File: src/kpt_pkg.sv
// Shared constants and types of the keypad press tracker.
// No dependencies; the lanes, the merge stage and the top level import it.
`timescale 1ns / 1ps

package kpt_pkg;

    localparam int NUM_KEYS    = 10;
    localparam int KEY_IDX_W   = $clog2(NUM_KEYS);
    localparam int QUERY_BITS  = 4;
    localparam int TIME_BITS   = 32;
    localparam int TAP_BITS    = 8;
    localparam int WIN_BITS    = 16;

    typedef logic [TIME_BITS-1:0]  stamp_t;
    typedef logic [NUM_KEYS-1:0]   keys_t;
    typedef logic [TAP_BITS-1:0]   tap_t;
    typedef logic [WIN_BITS-1:0]   window_t;
    typedef logic [QUERY_BITS-1:0] query_t;

    localparam window_t WINDOW_RESET = window_t'(100);
    localparam tap_t    TAP_MAX      = {TAP_BITS{1'b1}};
    localparam tap_t    TAP_ONE      = tap_t'(1);
    localparam keys_t   ACTIVE_KEYS  = {NUM_KEYS{1'b1}};

    // Everything one key remembers.
    typedef struct packed {
        stamp_t press_time;
        stamp_t prev_press_time;
        stamp_t release_time;
        stamp_t hold_time;
        tap_t   tap_count;
    } key_rec_t;

    // What the first stage hands to the merge stage for one item.
    typedef struct packed {
        keys_t  pressed;
        keys_t  released;
        keys_t  held;
        stamp_t idle;
        query_t query;
    } tick_t;

endpackage

File: src/kpt_lane.sv
// One key's record and its update logic; one copy runs per key.
// Depends on kpt_pkg.
`timescale 1ns / 1ps

module kpt_lane import kpt_pkg::*; (
    input  logic     aclk,
    input  logic     aresetn,
    input  logic     upd,
    input  logic     key_down,
    input  logic     key_last,
    input  stamp_t   now,
    input  window_t  tap_window,
    output key_rec_t rec
);

    key_rec_t rec_reg;
    key_rec_t rec_next;
    logic     went_down;
    logic     went_up;
    logic     late;

    assign went_down = key_down & ~key_last;
    assign went_up   = ~key_down & key_last;

    // The release time plus the window is formed one bit wider so it cannot wrap.
    assign late = {1'b0, now} >
                  ({1'b0, rec_reg.release_time} + (TIME_BITS+1)'(tap_window));

    always_comb begin
        rec_next = rec_reg;
        if (upd) begin
            if (went_down) begin
                if (late) begin
                    rec_next.tap_count = TAP_ONE;
                end else if (rec_reg.tap_count != TAP_MAX) begin
                    rec_next.tap_count = rec_reg.tap_count + TAP_ONE;
                end
                rec_next.prev_press_time = rec_reg.press_time;
                rec_next.press_time      = now;
            end
            if (key_down) begin
                rec_next.hold_time = now - rec_next.press_time;
            end
            if (went_up) begin
                rec_next.release_time = now;
                rec_next.hold_time    = now - rec_reg.press_time;
            end
        end
    end

    always_ff @(posedge aclk) begin
        if (!aresetn) begin
            rec_reg <= '0;
        end else begin
            rec_reg <= rec_next;
        end
    end

    assign rec = rec_reg;

endmodule

File: config.mk
export PLATFORM = sky130hd
export DESIGN_NAME = kpt_lane
export DESIGN_NICKNAME = d
export VERILOG_FILES = /design/src/kpt_pkg.sv /design/src/kpt_lane.sv
export SDC_FILE = /design/constraint.sdc
export NUM_CORES = 1
export LEC_CHECK = 0
export BUFFER_PORTS_ARGS = -buffer_cell sky130_fd_sc_hd__buf_2
export CELL_PAD_IN_SITES_DETAIL_PLACEMENT = 1
export CELL_PAD_IN_SITES_GLOBAL_PLACEMENT = 1
export CORE_ASPECT_RATIO = 0.6
export CORE_MARGIN = 10
export CORE_UTILIZATION = 43
export DETAILED_ROUTE_END_ITERATION = 7
export PLACE_DENSITY_LB_ADDON = 0.2
export RECOVER_POWER = 50
export SYNTH_ARGS = -nofsm -noshare
export SYNTH_HDL_FRONTEND = slang
export SYNTH_SLANG_ARGS = --single-unit
File: constraint.sdc
create_clock -name aclk -period 10.7 [get_ports aclk]
set_input_delay 0.535 -clock aclk [delete_from_list [all_inputs] [get_ports aclk]]
set_output_delay 0.535 -clock aclk [all_outputs]
set_load 0.01 [all_outputs]
# [After elaboration in Yosys (flattened, before gate mapping)]
# Cells that the tools add are included.
[op_classes] n_addsub=4 order_cmp=1 n_eq_ne=2 mux=6 bitwise=4 n_reduce_logical=6
[op_table] op="64-bit 2-to-1 mux" n=2
[op_table] op="32-bit 2-to-1 mux" n=2
[op_table] op="32-bit subtractor" n=2
[op_table] op="32-bit by 16-bit adder with 33-bit output" n=1
[op_table] op="32-bit by 33-bit greater-than comparator with 1-bit output" n=1
[op_table] op="8-bit 2-to-1 mux" n=2
[op_table] op="8-bit by 1-bit adder with 8-bit output (second input constant)" n=1
[op_table] op="8-bit inequality test (second input constant)" n=1
[op_table] op="2-bit AND reduction" n=3
[op_table] op="2-bit nonzero test" n=2
[op_table] op="3-bit AND reduction" n=1
[op_table] op="1-bit AND" n=2
[op_table] op="2-bit by 1-bit inequality test with 1-bit output (second input constant)" n=1
[op_table] op="1-bit inverter" n=2
[word_totals] ff_bits=136 inputBits=53 word_cells=28

# [Logic depth before layout (Yosys ltp)]
[logic_depth] depth_word=7 mapped_depth=21 depth_no_buf=21

# [Worst setup path after synthesis]
# Ideal clock, no wire load.
[synth_path] path_type="input to register" from="input tap_window[0]" to="register rec_reg, in the netlist rec[6]" setup_ns=0.123 arrival_time_ns=3.852 required_time_ns=10.577 setup_slack_ns=6.725 stages=21 cell_sequence="ha_1 fa_1 a21o_1 a21oi_1 o21ba_2 o21ai_1 a21oi_2 nor2_1 and2_1 nand2_1 xor2_1 ha_1 a21o_1 a21o_1 a21oi_1 o21a_1 o211ai_1 a21oi_1 a311o_4 o21ai_4 nor3_1"
[synth_via] elab_chain_cells=4 word_cells_on_any_way=5
[synth_lines] item="start, declared" line="kpt_lane.sv:12" rtl="input window_t tap_window,"
[synth_lines] item="32-bit by 16-bit adder with 33-bit output *" line="kpt_lane.sv:27" rtl="({1'b0, rec_reg.release_time} + (TIME_BITS+1)'(tap_window));"
[synth_lines] item="32-bit by 33-bit greater-than comparator with 1-bit output *" line="kpt_lane.sv:26" rtl="assign late = {1'b0, now} >"
[synth_lines] item="2-bit nonzero test (no line)"
[synth_lines] item="3-bit AND reduction (no line)"
[synth_lines] item="end signal, assigned" line="kpt_lane.sv:55" rtl="rec_reg <= rec_next;"
[synth_lines] item="end, declared" line="kpt_lane.sv:16" rtl="key_rec_t rec_reg;"
# Every way passes the cells marked *; elsewhere a longest branch is shown, timed or not.
# A chain may end at the register's enable or synchronous reset.

# [Worst setup path in the final report]
[layout_path] from="register rec_reg, in the netlist rec[41]" to="register rec_reg, in the netlist rec[6]"
[layout_via] elab_chain_cells=4 word_cells_on_any_way=5
[layout_lines] item="32-bit by 16-bit adder with 33-bit output *" line="kpt_lane.sv:27"
[layout_lines] item="32-bit by 33-bit greater-than comparator with 1-bit output *" line="kpt_lane.sv:26"
[layout_lines] item="2-bit nonzero test (no line)"
[layout_lines] item="3-bit AND reduction (no line)"
# Marked as above.

==> impl_metrics.xml <==
<?xml version="1.0" encoding="UTF-8"?>
<metrics>
  <group name="route">
    <metric name="drt_pass1_iterations" unit="">5</metric>
    <metric name="routed-via-count" unit="">8381</metric>
    <metric name="drt.antenna.violating_nets" unit="">0</metric>
    <metric name="wl_per_cell" unit="um">20.2</metric>
    <metric name="m1WireLength" unit="mm">15.8</metric>
    <metric name="routed-wl-met3" unit="mm">1.85</metric>
    <metric name="total_routed_wirelength" unit="mm">30.7</metric>
    <metric name="vias_per_cell" unit="">5.54</metric>
    <metric name="drc" unit="">0</metric>
    <metric name="detail_route.iter0.violations" unit="">458</metric>
    <metric name="highest_layer_used_for_signal_routing" unit="">met4</metric>
    <metric name="route.met2.wl" unit="mm">12.7</metric>
  </group>
  <group name="timing">
    <metric name="tns" unit="ns">0</metric>
    <metric name="worst_slew_margin_rel" unit="%">-14.6</metric>
    <metric name="worst_clock_skew" unit="ns">0.0105</metric>
    <metric name="timing.final.crit_period" unit="ns">4.42</metric>
    <metric name="timing.final.hold_violations" unit="">0</metric>
    <metric name="fin_hold_ws" unit="ns">0.380</metric>
    <metric name="fmax" unit="MHz">226</metric>
    <metric name="timing_max_transition_violations_final" unit="">33</metric>
    <metric name="worst_pin_slew" unit="ns">1.72</metric>
    <metric name="setup_viol_count_final" unit="">0</metric>
    <metric name="timing.final.crit_share" unit="%">41.3</metric>
    <metric name="grt_setup_unrepaired" unit="">no</metric>
  </group>
  <group name="yosys">
    <metric name="ys_seq_area_share" unit="%">32.5</metric>
    <metric name="area_leader_netlist" unit="">dfxtp_1</metric>
    <metric name="mapped_area" unit="um^2">8380</metric>
    <metric name="syn-num-nets" unit="">1203</metric>
    <metric name="synthArstFlopShare" unit="%">0</metric>
    <metric name="synth_largest_type_area_fraction" unit="%">32.5</metric>
    <metric name="postSynthAreaPerCell" unit="um^2">7.85</metric>
    <metric name="total_number_of_yosys_warnings" unit="">0</metric>
    <metric name="most_common_flop_cell_mapped_by_yosys" unit="">dfxtp_1</metric>
    <metric name="synth.distinct_cells" unit="">62</metric>
    <metric name="number_of_synthesized_flops_with_an_enable_pin" unit="">0</metric>
    <metric name="post_synth_inst_count" unit="">1068</metric>
    <metric name="synth_seq_cells" unit="">136</metric>
    <metric name="ys_top_cells_by_area" unit="">dfxtp_1 32%, ha_1 12%, nand2_1 11%</metric>
  </group>
  <group name="clock_tree">
    <metric name="ctsHoldBuffers" unit="">0</metric>
    <metric name="clock_transition_at_the_registers_of_the_reported_paths" unit="ns">0.06</metric>
    <metric name="cts_resized" unit="">0</metric>
    <metric name="max-clock-path-buffers" unit="">2</metric>
    <metric name="post_cts.repair.setup_buffers" unit="">0</metric>
    <metric name="cts_tree" unit="">done</metric>
    <metric name="tritoncts.num_buffers" unit="">17</metric>
    <metric name="clock-root-buffer" unit="">clkbuf_16</metric>
    <metric name="clock_sink_count" unit="">136</metric>
    <metric name="worst_skew_pair.late_latency" unit="ns">0.44</metric>
    <metric name="cts_htree_levels" unit="">4</metric>
  </group>
  <group name="power">
    <metric name="power" unit="mW">1.46</metric>
    <metric name="power-per-cell-area" unit="nW/um^2">146</metric>
    <metric name="ir_worst_vdd" unit="mV">0.113</metric>
    <metric name="static-leakage-power" unit="nW">4.07</metric>
  </group>
  <group name="setup_path">
    <metric name="max_stage_delay" unit="ns">0.56</metric>
    <metric name="worst-endpoint-arrival" unit="ns">4.77</metric>
    <metric name="timing.critical_path.slowest_stage_cell" unit="">o31ai_1</metric>
    <metric name="crit_path_end_kind" unit="">register</metric>
    <metric name="crit_required" unit="ns">11.05</metric>
    <metric name="maximum_fanout_count_along_the_critical_path" unit="">6</metric>
    <metric name="cp-start-kind" unit="">register</metric>
    <metric name="crit_path_cell_trace" unit="">ha_1 -&gt; a21o_1 -&gt; a21oi_1 -&gt; o21bai_1 -&gt; a21oi_1 -&gt; o31ai_1 -&gt; a31oi_1 -&gt; nor2_1 -&gt; and3_1 -&gt; xnor2_1 -&gt; ha_1 -&gt; nand4_1 -&gt; nor3_1 -&gt; nand3_1 -&gt; mux2_2 -&gt; inv_1 -&gt; a311o_4 -&gt; o21ai_4 -&gt; nor3_1</metric>
    <metric name="path_buf_inv" unit="">1</metric>
    <metric name="critical-path-top-delay-family" unit="">compound AO/OA/AOI/OAI gates</metric>
    <metric name="crit_type" unit="">reg -&gt; reg</metric>
  </group>
  <group name="grt">
    <metric name="grt_antenna_before_repair" unit="">0</metric>
    <metric name="grt_use_total" unit="%">23.2</metric>
    <metric name="grt_overflow_total" unit="">0</metric>
    <metric name="largest_net_degree_at_the_start_of_global_routing" unit="">73</metric>
    <metric name="grt_first_pass_wirelength" unit="mm">48.1</metric>
    <metric name="vias_in_the_first_global_route" unit="">8405</metric>
  </group>
  <group name="floorplanning">
    <metric name="dieArea" unit="um^2">25700</metric>
    <metric name="floorplan.die.width" unit="um">200</metric>
    <metric name="num_io_pins" unit="">189</metric>
    <metric name="core" unit="um^2">19100</metric>
    <metric name="floorplan.rows" unit="">39</metric>
    <metric name="floorplan.initialDensity" unit="%">43.9</metric>
    <metric name="chipHeight" unit="um">128</metric>
  </group>
  <group name="place">
    <metric name="globalplace.congestion" unit="">0.875</metric>
    <metric name="buffer_ports.inserted" unit="">188</metric>
    <metric name="dp_hpwl" unit="mm">23.5</metric>
  </group>
  <group name="final_layout">
    <metric name="total_inserted_antenna_cells" unit="">0</metric>
    <metric name="fillerInstances" unit="">2486</metric>
    <metric name="ff_latch_area" unit="um^2">2720</metric>
    <metric name="flip_flop_count_of_the_largest_register_after_layout" unit="">136</metric>
    <metric name="fin_nets" unit="">1370</metric>
    <metric name="multi_input_comb_area" unit="um^2">5410</metric>
    <metric name="layout-area-overhead-vs-synth" unit="%">19.1</metric>
    <metric name="final_layout_size_suffix_gt1_share" unit="%">9.62</metric>
  </group>
  <group name="worst_hold_path">
    <metric name="timing.hold.worst.class" unit="">in -&gt; reg</metric>
  </group>
  <group name="job">
    <metric name="max_capacitance_violation_total" unit="">1</metric>
  </group>
  <group name="outcome">
    <metric name="violations" unit="">capacitance limit, slew limit</metric>
    <metric name="run_status" unit="">finished with violations</metric>
  </group>
</metrics>
metal layers:
layer	track usage (%)	up-vias
met5	0	-
met4	4.82	0
met3	6.01	20
met2	33.4	202
met1	33.6	4073
li1	-	4086
stage by stage:
| stage | instance area (um^2) | utilization [%] | setup WS (ns) | std cells |
|---|---|---|---|---|
| 2_1_floorplan | 8380 | - | 6.73 | 1068 |
| 3_3_place_gp | 9560 | 50.1 | 6.17 | 1482 |
| 3_5_place_dp | 9560 | 50.1 | 6.06 | 1482 |
| 4_1_cts | 10100 | 53.2 | 6.33 | 1514 |
| 5_1_grt | 9980 | 52.3 | 5.97 | 1514 |
| 6_report | 9980 | 52.3 | 6.28 | 1514 |
final cells by class:
class                   instances  share of cell area [%]
multi-input cells             861                    54.2
flip-flops and latches        136                    27.3
repair buffers                195                    8.29
clock buffers                  21                    4.72
well taps                     266                    3.34
clock inverters                11                    1.22
inverters                      24                   0.928
worst paths after layout:
check                             start       to  slack (ns)  cells after the start
worst max-delay path            rec[41]   rec[6]        6.28                     19
worst min-delay path             now[0]  rec[40]        0.38                      3
worst max register to register  rec[41]   rec[6]        6.28                     19
worst min register to register  rec[22]  rec[22]        0.45                      2
kinds of logic (layout without fill, tap and decap cells):
kind of cell	Yosys count	count (layout)	share of synthesized area, %
buffers and inverters	71	251	3.24
flip-flops	136	136	32.5
adder cells (fa/ha/maj)	82	82	12.4
XOR/XNOR	51	51	5.33
AND/OR/NAND/NOR	399	399	20.7
AO/OA/AOI/OAI	295	295	21.8
multiplexers	34	34	4.08
synthesized netlist by cell type, types with 7 or more instances:
cell type / number
dfxtp_1: 136
o21bai_1: 8
o21ai_1: 9
nor2_1: 47
ha_1: 80
a21oi_1: 169
a21o_1: 31
clkbuf_1: 43
nand4_1: 16
o211ai_1: 7
and3_1: 12
xor2_1: 24
xnor2_1: 27
inv_1: 23
nor3b_1: 8
nor3_1: 10
o21a_1: 10
nand2_1: 254
mux2i_1: 33
a211oi_1: 9
nand3_1: 21
o21ai_0: 18
worst reg2reg max path: cells and delay by family (launching register included):
kind,cells,cell delay (ns)
simple gates,6,1.35
xor+xnor,1,0.08
mux,1,0.27
flops,1,0.36
buf+inv,1,0.06
fa+ha+maj,2,0.59
compound gates,8,1.62
report_power, final:
part           switching [mW]  internal, mW
Sequential             0.0177         0.528
Combinational           0.194         0.113
Clock                   0.242         0.361
Total                   0.454          1.00
cells in the final DEF, fill, tap and decap left out, drive strengths merged, types with 27 or more instances in the layout:
cell,n
a21o,31
a21oi,171
buf,64
clkbuf,152
dfxtp,136
ha,80
mux2i,33
nand2,254
nor2,47
o21ai,29
xnor2,27
Note: power is estimated with default switching activity, not from simulation.
