## config.mk

```make
export PLATFORM = sky130hd
export DESIGN_NAME = kpt_merge
export DESIGN_NICKNAME = d
export VERILOG_FILES = /design/src/kpt_pkg.sv /design/src/kpt_merge.sv
export SDC_FILE = /design/constraint.sdc
export NUM_CORES = 1
export LEC_CHECK = 0
export BUFFER_PORTS_ARGS = -buffer_cell sky130_fd_sc_hd__buf_2
export CAP_MARGIN = 5
export CORE_AREA = 3 3 635 637
export CTS_CLUSTER_SIZE = 14
export DETAILED_ROUTE_END_ITERATION = 16
export DIE_AREA = 0 0 638 640
export PLACE_DENSITY = 0.3
export SYNTH_ARGS = -nofsm -noshare
export SYNTH_HDL_FRONTEND = slang
export SYNTH_SLANG_ARGS = --single-unit
```

## constraint.sdc

```tcl
create_clock -name aclk -period 8.4 [get_ports aclk]
set_input_delay 0.42 -clock aclk [delete_from_list [all_inputs] [get_ports aclk]]
set_output_delay 0.42 -clock aclk [all_outputs]
set_load 0.01 [all_outputs]
```

## src/kpt_pkg.sv

```systemverilog
// Shared constants and types of the keypad press tracker.
// No dependencies; the lanes, the merge stage and the top level import it.
`timescale 1ns / 1ps

package kpt_pkg;

    localparam int NUM_KEYS    = 10;
    localparam int KEY_IDX_W   = $clog2(NUM_KEYS);
    localparam int QUERY_BITS  = 4;
    localparam int TIME_BITS   = 32;
    localparam int TAP_BITS    = 8;
    localparam int WIN_BITS    = 16;

    typedef logic [TIME_BITS-1:0]  stamp_t;
    typedef logic [NUM_KEYS-1:0]   keys_t;
    typedef logic [TAP_BITS-1:0]   tap_t;
    typedef logic [WIN_BITS-1:0]   window_t;
    typedef logic [QUERY_BITS-1:0] query_t;

    localparam window_t WINDOW_RESET = window_t'(100);
    localparam tap_t    TAP_MAX      = {TAP_BITS{1'b1}};
    localparam tap_t    TAP_ONE      = tap_t'(1);
    localparam keys_t   ACTIVE_KEYS  = {NUM_KEYS{1'b1}};

    // Everything one key remembers.
    typedef struct packed {
        stamp_t press_time;
        stamp_t prev_press_time;
        stamp_t release_time;
        stamp_t hold_time;
        tap_t   tap_count;
    } key_rec_t;

    // What the first stage hands to the merge stage for one item.
    typedef struct packed {
        keys_t  pressed;
        keys_t  released;
        keys_t  held;
        stamp_t idle;
        query_t query;
    } tick_t;

endpackage

```

## src/kpt_merge.sv

```systemverilog
// Merge stage: picks the queried key's record from the lanes and holds the result item.
// Depends on kpt_pkg.
`timescale 1ns / 1ps

module kpt_merge import kpt_pkg::*; (
    input  logic     aclk,
    input  logic     aresetn,
    input  logic     tick_valid,
    output logic     tick_ready,
    input  tick_t    tick,
    input  key_rec_t recs [NUM_KEYS],
    output logic     m_valid,
    input  logic     m_ready,
    output keys_t    m_pressed_mask,
    output keys_t    m_released_mask,
    output keys_t    m_held_mask,
    output stamp_t   m_idle_ticks,
    output logic     m_key_valid,
    output stamp_t   m_key_press_time,
    output stamp_t   m_key_prev_press_time,
    output stamp_t   m_key_release_time,
    output stamp_t   m_key_hold_time,
    output tap_t     m_key_tap_count
);

    logic     m_valid_reg;
    logic     m_valid_next;
    logic     load;
    logic     sel_valid;
    key_rec_t sel_rec;
    tick_t    tick_reg;
    logic     key_valid_reg;
    key_rec_t rec_reg;

    assign tick_ready = !m_valid_reg || m_ready;
    assign load       = tick_valid && tick_ready;

    // A query beyond the last key reports an all-zero record.
    always_comb begin
        sel_valid = (tick.query < QUERY_BITS'(NUM_KEYS));
        sel_rec   = '0;
        if (sel_valid) begin
            sel_rec = recs[tick.query[KEY_IDX_W-1:0]];
        end
    end

    always_comb begin
        m_valid_next = m_valid_reg;
        if (load) begin
            m_valid_next = 1'b1;
        end else if (m_ready) begin
            m_valid_next = 1'b0;
        end
    end

    always_ff @(posedge aclk) begin
        if (!aresetn) begin
            m_valid_reg <= 1'b0;
        end else begin
            m_valid_reg <= m_valid_next;
        end
    end

    always_ff @(posedge aclk) begin
        if (load) begin
            tick_reg      <= tick;
            key_valid_reg <= sel_valid;
            rec_reg       <= sel_rec;
        end
    end

    assign m_valid               = m_valid_reg;
    assign m_pressed_mask        = tick_reg.pressed;
    assign m_released_mask       = tick_reg.released;
    assign m_held_mask           = tick_reg.held;
    assign m_idle_ticks          = tick_reg.idle;
    assign m_key_valid           = key_valid_reg;
    assign m_key_press_time      = rec_reg.press_time;
    assign m_key_prev_press_time = rec_reg.prev_press_time;
    assign m_key_release_time    = rec_reg.release_time;
    assign m_key_hold_time       = rec_reg.hold_time;
    assign m_key_tap_count       = rec_reg.tap_count;

endmodule

```

# ---- Yosys cells after proc, flatten, opt, wreduce, memory -nomap -nowiden
# Index checks and enable logic that the tools add are counted.
# W data, S select, Z words.
dict set report word_totals {
  ff_bits 200
  input_bits 1430
  wordCells 23
  output_inout_bits 201
}
dict set report op_classes {
  muxes 5
  n_reduce_logical 4
  bitwise 1
  magnitude_cmp 2
}
# cell count
set op_table {}
lappend op_table {{$bmux W136 S4} 1}
lappend op_table {{$mux W136} 2}
lappend op_table {{$ge A5 B5 Y1 const B} 1}
lappend op_table {{$not A4 Y5} 1}
lappend op_table {{$lt A4 B4 Y1 const B} 1}
lappend op_table {{$mux W1} 2}
lappend op_table {{$reduce_bool A2 Y1} 1}
lappend op_table {{$logic_and A1 B1 Y1} 1}
lappend op_table {{$logic_not A1 Y1} 1}
lappend op_table {{$logic_or A1 B1 Y1} 1}

# ---- Logic depth before layout (Yosys ltp)
# Gate-level depths: netlist of the first run.
dict set report logic_depth {
  word_depth 4
  mapped_depth 7
}

# ---- Least setup slack after synthesis of the first run
# OpenSTA, ideal clock, no wires.
dict set report synth_timing {
  path_kind {input-to-reg}
  start {input m_ready}
  end {register tick_reg (netlist bit m_held_mask[0]) (enable)}
  n_path_buf 0
  cell_stages 2
  t_required_ns 7.815
  t_arrival_ns 5.172
  setup_time_ns 0.585
  path_slack_ns 2.644
  path_cell_list {nand2b_1 > and2_1}
}
dict set report synth_between {
  elab_chain_len 2
}
# item line
set synth_lines {}
lappend synth_lines {{start: declaration} kpt_merge.sv:13} ;# input logic m_ready,
lappend synth_lines {{$logic_or A1 B1 Y1} kpt_merge.sv:35} ;# assign tick_ready = !m_valid_reg || m_ready;
lappend synth_lines {{$logic_and A1 B1 Y1} kpt_merge.sv:36} ;# assign load = tick_valid && tick_ready;
lappend synth_lines {{via load} kpt_merge.sv:28} ;# logic load;
lappend synth_lines {{end signal: assignment} kpt_merge.sv:66} ;# tick_reg <= tick;
lappend synth_lines {{end: declaration} kpt_merge.sv:31} ;# tick_t tick_reg;
# The timed path passes the listed nets, and every way through them passes these cells.
# A chain may end at the register's enable or synchronous reset.

# ---- Worst setup path after layout of the first run
dict set report layout_timing {
  start {input tick[1] in the netlist's numbering}
  end {register rec_reg (netlist bit m_key_prev_press_time[19]) (data pin)}
}
dict set report layout_between {
  elab_chain_len 4
  elab_cells_between_ends 5
  cone_classes {order compare: 1; mux: 3; bitwise: 1}
}
# item line
set layout_lines {}
lappend layout_lines {{start: declaration} kpt_merge.sv:10} ;# input tick_t tick,
lappend layout_lines {{$not A4 Y5 (implied by the code)} kpt_merge.sv:43} ;# sel_rec = recs[tick.query[KEY_IDX_W-1:0]];
lappend layout_lines {{$bmux W136 S4} kpt_merge.sv:43}
lappend layout_lines {{$mux W136 (implied by the code) (2 in a row)} kpt_merge.sv:43}
lappend layout_lines {{end signal: assignment} kpt_merge.sv:68} ;# rec_reg <= sel_rec;
lappend layout_lines {{end: declaration} kpt_merge.sv:33} ;# key_rec_t rec_reg;
# Several ways; a longest one is shown, not always the timed one. The select of a mux whose other input is x is not followed.

==> results.cfg, run 1 <==
[final_layout]
syn_to_final_growth_pct = 92.4
register_area_sq_um = 6000
multiInputGateArea_sq_um = 10500
final_common_cell = buf_2
nets = 4425
layout_common_cells = 1626 x buf_2, 308 x mux2_2, 246 x mux2i_1, 212 x o22ai_1, 199 x edfxtp_1
fin_cells = 8373
drive_gt1_frac = 0.694
fill_cells = 46631

[worst_setup_path]
crit_path_top_delay_cell = nor2_4
crit_fanout = 121
arrival_ps = 3410
slowest_delay_ps = 910
worstPathCellList = buf_6, buf_4, nor2_4, nand2_4, buf_12, o32ai_1
path_delay_family = simple AND/OR/NAND/NOR gates
critical_path_required_ps = 8800
cp_num_buf_inv = 3
worstSetupPathType = in2reg
worst_setup_path_end_kind = register
start_kind = primary input

[power]
power_density_nw_per_um2 = 121
p_leak_uw = 0.0131
vdd_drop_max_v = 0.000100

[global_route]
grt_pass1_wl_um = 352000
grt_max_degree = 120
grt_usage = 0.143
antenna_found_initial = 476
grt_pass1_vias = 22686
grt.overflow.total = 0

[drt]
ant_nets = 0
drc = 0
vias = 23544
wl_per_cell_um = 36.4
dr.pass1.iters = 5
drt_iter0_drc = 1748
routed_wirelength_um = 305000
viasPerCell = 2.81

[die]
coreArea_sq_um = 399000
initial_utilization = 0.0433
fp.dieH_um = 640
io_pins = 1631
row_count = 232
dieArea_sq_um = 408000
die_w_um = 638

[cts]
cts_buffer_depth = 3
htree_levels = 4
clk_latency_ps = 610
cts_root_buffer = clkbuf_16
clkTransAtPathRegs_ps = 110
cts_resized = 0
numCtsBuffers = 21
cts_tree = built
cts.sinks = 200

[synth]
ys_seq_area_frac = 0.347
syn_inst = 1401
ys_types = 23
synth_top_area_frac = 0.346
syn_area_sq_um = 17300
ys_ff_latch = 200
synth.area.top_cells = edfxtp_1 35%, mux2_2 20%, mux2i_1 15%
synth_warnings = 0
yosysTopAreaCell = edfxtp_1
syn_nets = 2831
synth_area_per_cell_sq_um = 12.3

[sta]
worstMarginPinSlew_ps = 1210
setup_viol = 0
finalHoldViolations = 0
slew_viol_final = 0
slew_headroom = 0.176
skew_ps = 28.6
finalCriticalPeriod_ps = 3010
final.period_utilization = 0.359
rsz0062_at_grt = false
setup_tns_ps = 0
fmax_mhz = 332

[placement]
port_buffers = 1630
dp_cells = 8174
gp_congestion = 0.891
hpwl_um = 275000

[job]
cap_violations = 0

[run_status]
status = finished, final reports clean

[hold_path]
hp-class = in2reg
[kinds of logic (layout without fill, tap and decap cells)]
logic type      count (synthesis)  count (layout)  share of synthesized area
other cells                     0             103                          0
buf+inv                       161            1765                     0.0523
mux                           621             621                      0.425
compound gates                350             350                      0.151
flops                         200             200                      0.347
simple gates                   69              69                     0.0244
[power by group]
part / switching (uW) / internal [uW]
clock network: 691 / 629
registers: 33.2 / 1200
logic: 844 / 623
total: 1570 / 2450
[worst reg2reg max path, stage by stage (launching register included)]
cell      delay, ps
dfxtp_1         330
nand2b_1        230
and2_4          390
buf_12          520
buf_4           970
[layout make-up]
cell class / count / area share
multi-input combinational: 1040 / 0.315
inverter: 1 / 0.000113
timing repair buffer: 1731 / 0.276
clock inverter: 11 / 0.00629
sequential: 200 / 0.181
clock buffer: 22 / 0.0159
antenna: 103 / 0.00776
tap: 5265 / 0.198
[per-stage QoR]
stage	setup slack, ps	hold slack, ps	total power, uW	util	area [sq um]
after floorplan	2640	519	1810	-	17300
after global placement	4530	599	2740	0.0792	31600
after detailed placement	4530	601	2740	0.0793	31600
after CTS	5260	28.1	4210	0.0827	33000
after global routing	5310	77.9	4230	0.0828	33000
final	5390	133	4020	0.0833	33200
[final timing paths]
kind              startpoint                   endpoint  slack (ps)  cells after the start
setup reg to reg     m_valid        m_key_hold_time[27]        5500                      4
hold reg to reg      m_valid                    m_valid         730                      2
hold / removal    tick_valid                    m_valid         130                      3
setup / recovery     tick[1]  m_key_prev_press_time[19]        5390                      6
[Yosys cell counts]
cell,n
clkbuf_1,66
nand2b_1,3
edfxtp_1,199
nor2_1,1
or2_2,1
buf_6,6
nor2b_1,60
buf_2,56
and2_1,1
mux2_2,308
dfxtp_1,1
mux2i_1,254
a21boi_0,1
inv_1,1
buf_8,7
mux4_2,59
buf_4,19
o32ai_1,77
buf_12,2
buf_1,4
nand2_1,3
a221o_1,59
o22ai_1,213
[repair_timing]
item,4_1_cts,5_1_grt
hold buffers,63,0
endpoints found under the hold margin,63,0
buffers inserted,0,0
[layer usage]
metal  global-route usage  part of all wire  wire, um
met5                    0            0.0066      2020
met1                0.147              0.35    106000
met4               0.0247             0.026      7860
met2                0.245              0.48    146000
met3               0.0916              0.14     43400
Power figures use the tool's default switching activity.
==> run 2: changes to the inputs <==
--- a/config.mk
+++ b/config.mk
@@ -7,10 +7,10 @@
 export LEC_CHECK = 0
 export BUFFER_PORTS_ARGS = -buffer_cell sky130_fd_sc_hd__buf_2
 export CAP_MARGIN = 5
-export CORE_AREA = 3 3 635 637
+export CORE_AREA = 3 3 639 641
 export CTS_CLUSTER_SIZE = 14
 export DETAILED_ROUTE_END_ITERATION = 16
-export DIE_AREA = 0 0 638 640
+export DIE_AREA = 0 0 642 644
 export PLACE_DENSITY = 0.3
 export SYNTH_ARGS = -nofsm -noshare
 export SYNTH_HDL_FRONTEND = slang
==> constraint.sdc (replaced) <==
create_clock -name aclk -period 2.6 [get_ports aclk]
set_input_delay 0.13 -clock aclk [delete_from_list [all_inputs] [get_ports aclk]]
set_output_delay 0.13 -clock aclk [all_outputs]
set_load 0.01 [all_outputs]
==> run 2 against run 1 <==
The flow now finishes with violations (capacitance limit, slew limit). Critical path depth did not move. Global-route usage fell by 0.27 points. Worst setup slack got worse by 5100 ps. Register-to-register slack got worse by 4600 ps. Clock power rose to 3.0 times the previous value. Core utilization rose by 0.86 points. Count of clock-buffer cells in the layout fell by 1. Via count rose by 5.8%. Cell count rose by 5.9%. Critical path type unchanged.
==> results.cfg, run 2 (same netlist as run 1, synthesis figures left out) <==
[run_status]
status = complete, but fails checks
violations = capacitance limit, slew limit

[worst_setup_path]
slowest_delay_ps = 1260
worstSetupPathType = in2reg
start_kind = primary input
critical_path_required_ps = 2940
crit_path_top_delay_cell = mux2i_1
arrival_ps = 2630
worst_setup_path_end_kind = register
worstPathCellList = buf_8, buf_12, mux2i_1, buf_4, a221o_1, o22ai_1
crit_fanout = 23

[final_layout]
drive_gt1_frac = 0.649
syn_to_final_growth_pct = 114
final_common_cell = buf_2
fin_cells = 8866
nets = 4791
layout_common_cells = 1626 x buf_2, 319 x dlygate4sd3_1, 308 x mux2_2, 253 x mux2i_1, 213 x o22ai_1

[global_route]
grt_pass1_wl_um = 357000
grt_pass1_vias = 24791
grt_max_degree = 53
grt_usage = 0.140
antenna_found_initial = 437
grt.overflow.total = 0

[hold_path]
hp-class = in2reg

[sta]
finalHoldViolations = 0
finalCriticalPeriod_ps = 2300
worstMarginPinSlew_ps = 1560
rsz0062_at_grt = false
fmax_mhz = 435
setup_viol = 0
final.period_utilization = 0.883
skew_ps = 33.8
slew_headroom = -0.0673
fin_ws_ps = 303
slew_viol_final = 2

[die]
fp.dieH_um = 644
initial_utilization = 0.0429
die_w_um = 642
io_pins = 1631
row_count = 233
coreArea_sq_um = 403000
dieArea_sq_um = 413000

[placement]
dp_cells = 8424
hpwl_um = 274000
gp_congestion = 0.917
pre_cts_slack_ps = -154
port_buffers = 1630

[drt]
dr.pass1.iters = 7
ant_nets = 0
drc = 0
wl_per_cell_um = 34.2
routed_wirelength_um = 303000
viasPerCell = 2.81
vias = 24919
drt_iter0_drc = 1788

[power]
vdd_drop_max_v = 0.000276
power_density_nw_per_um2 = 356
p_leak_uw = 0.0148

[cts]
clkTransAtPathRegs_ps = 90
cts_buffer_depth = 3
htree_levels = 4
cts_tree = built
cts.sinks = 200
numCtsBuffers = 21
clk_latency_ps = 640
cts_root_buffer = clkbuf_16

[job]
cap_violations = 1
==> run 2: path summary, 6_finish.rpt <==
path | start | to | slack (ps) | cells after the start
setup / recovery | tick[0] | m_key_hold_time[27] | 300 | 6
hold / removal | recs[156] | m_key_hold_time[12] | 70 | 3
setup reg to reg | m_valid | m_key_hold_time[30] | 950 | 4
hold reg to reg | m_valid | m_key_press_time[29] | 1070 | 3
==> run 2: final cells by class <==
class	instances	area, sq um
clock inverters	12	153
inverters	1	3.75
diodes	90	225
multi-input cells	1040	10400
flip-flops and latches	200	6000
fillers	47138	366000
well taps	5405	6760
clock buffers	21	526
repair buffers	2097	12900
==> run 2: timing repair <==
| action | 4_1_cts | 5_1_grt |
|---|---|---|
| setup buffers | 0 | 0 |
| hold endpoints to repair | 191 | 0 |
| hold buffers | 319 | 0 |
| gates resized for setup | 0 | 0 |
==> run 2: worst max-delay path: cells and delay by family <==
kind	cells	cell delay, ps
buf+inv	3	850
mux	1	1260
compound gates	2	230
==> run 2: per-layer routing <==
metal | share of wire | routed length (um) | vias to the layer above | global-route usage
met5 | 0.0060 | 1800 | - | 0
met4 | 0.029 | 8930 | 262 | 0.0225
met3 | 0.12 | 36200 | 877 | 0.0793
met2 | 0.50 | 152000 | 1889 | 0.256
met1 | 0.34 | 104000 | 11974 | 0.139
li1 | - | - | 9917 | -
==> run 2: metrics by stage <==
stage / setup TNS (ps) / utilization / total power (uW) / cell area (sq um) / hold slack (ps)
global placement: -738 / 0.0817 / 9060 / 32900 / 309
finish: 0 / 0.0919 / 13200 / 37000 / 70.2
CTS: 0 / 0.0913 / 13700 / 36800 / 4.43
detailed placement: -966 / 0.0817 / 9030 / 32900 / 308
floorplan: 0 / - / 5810 / 17300 / 229
global route: 0 / 0.0915 / 14000 / 36900 / 32.9
==> run 2: report_power, final <==
group | internal, uW | switching, uW
registers | 3870 | 129
logic | 2500 | 2780
clock network | 1740 | 2160
total | 8120 | 5070
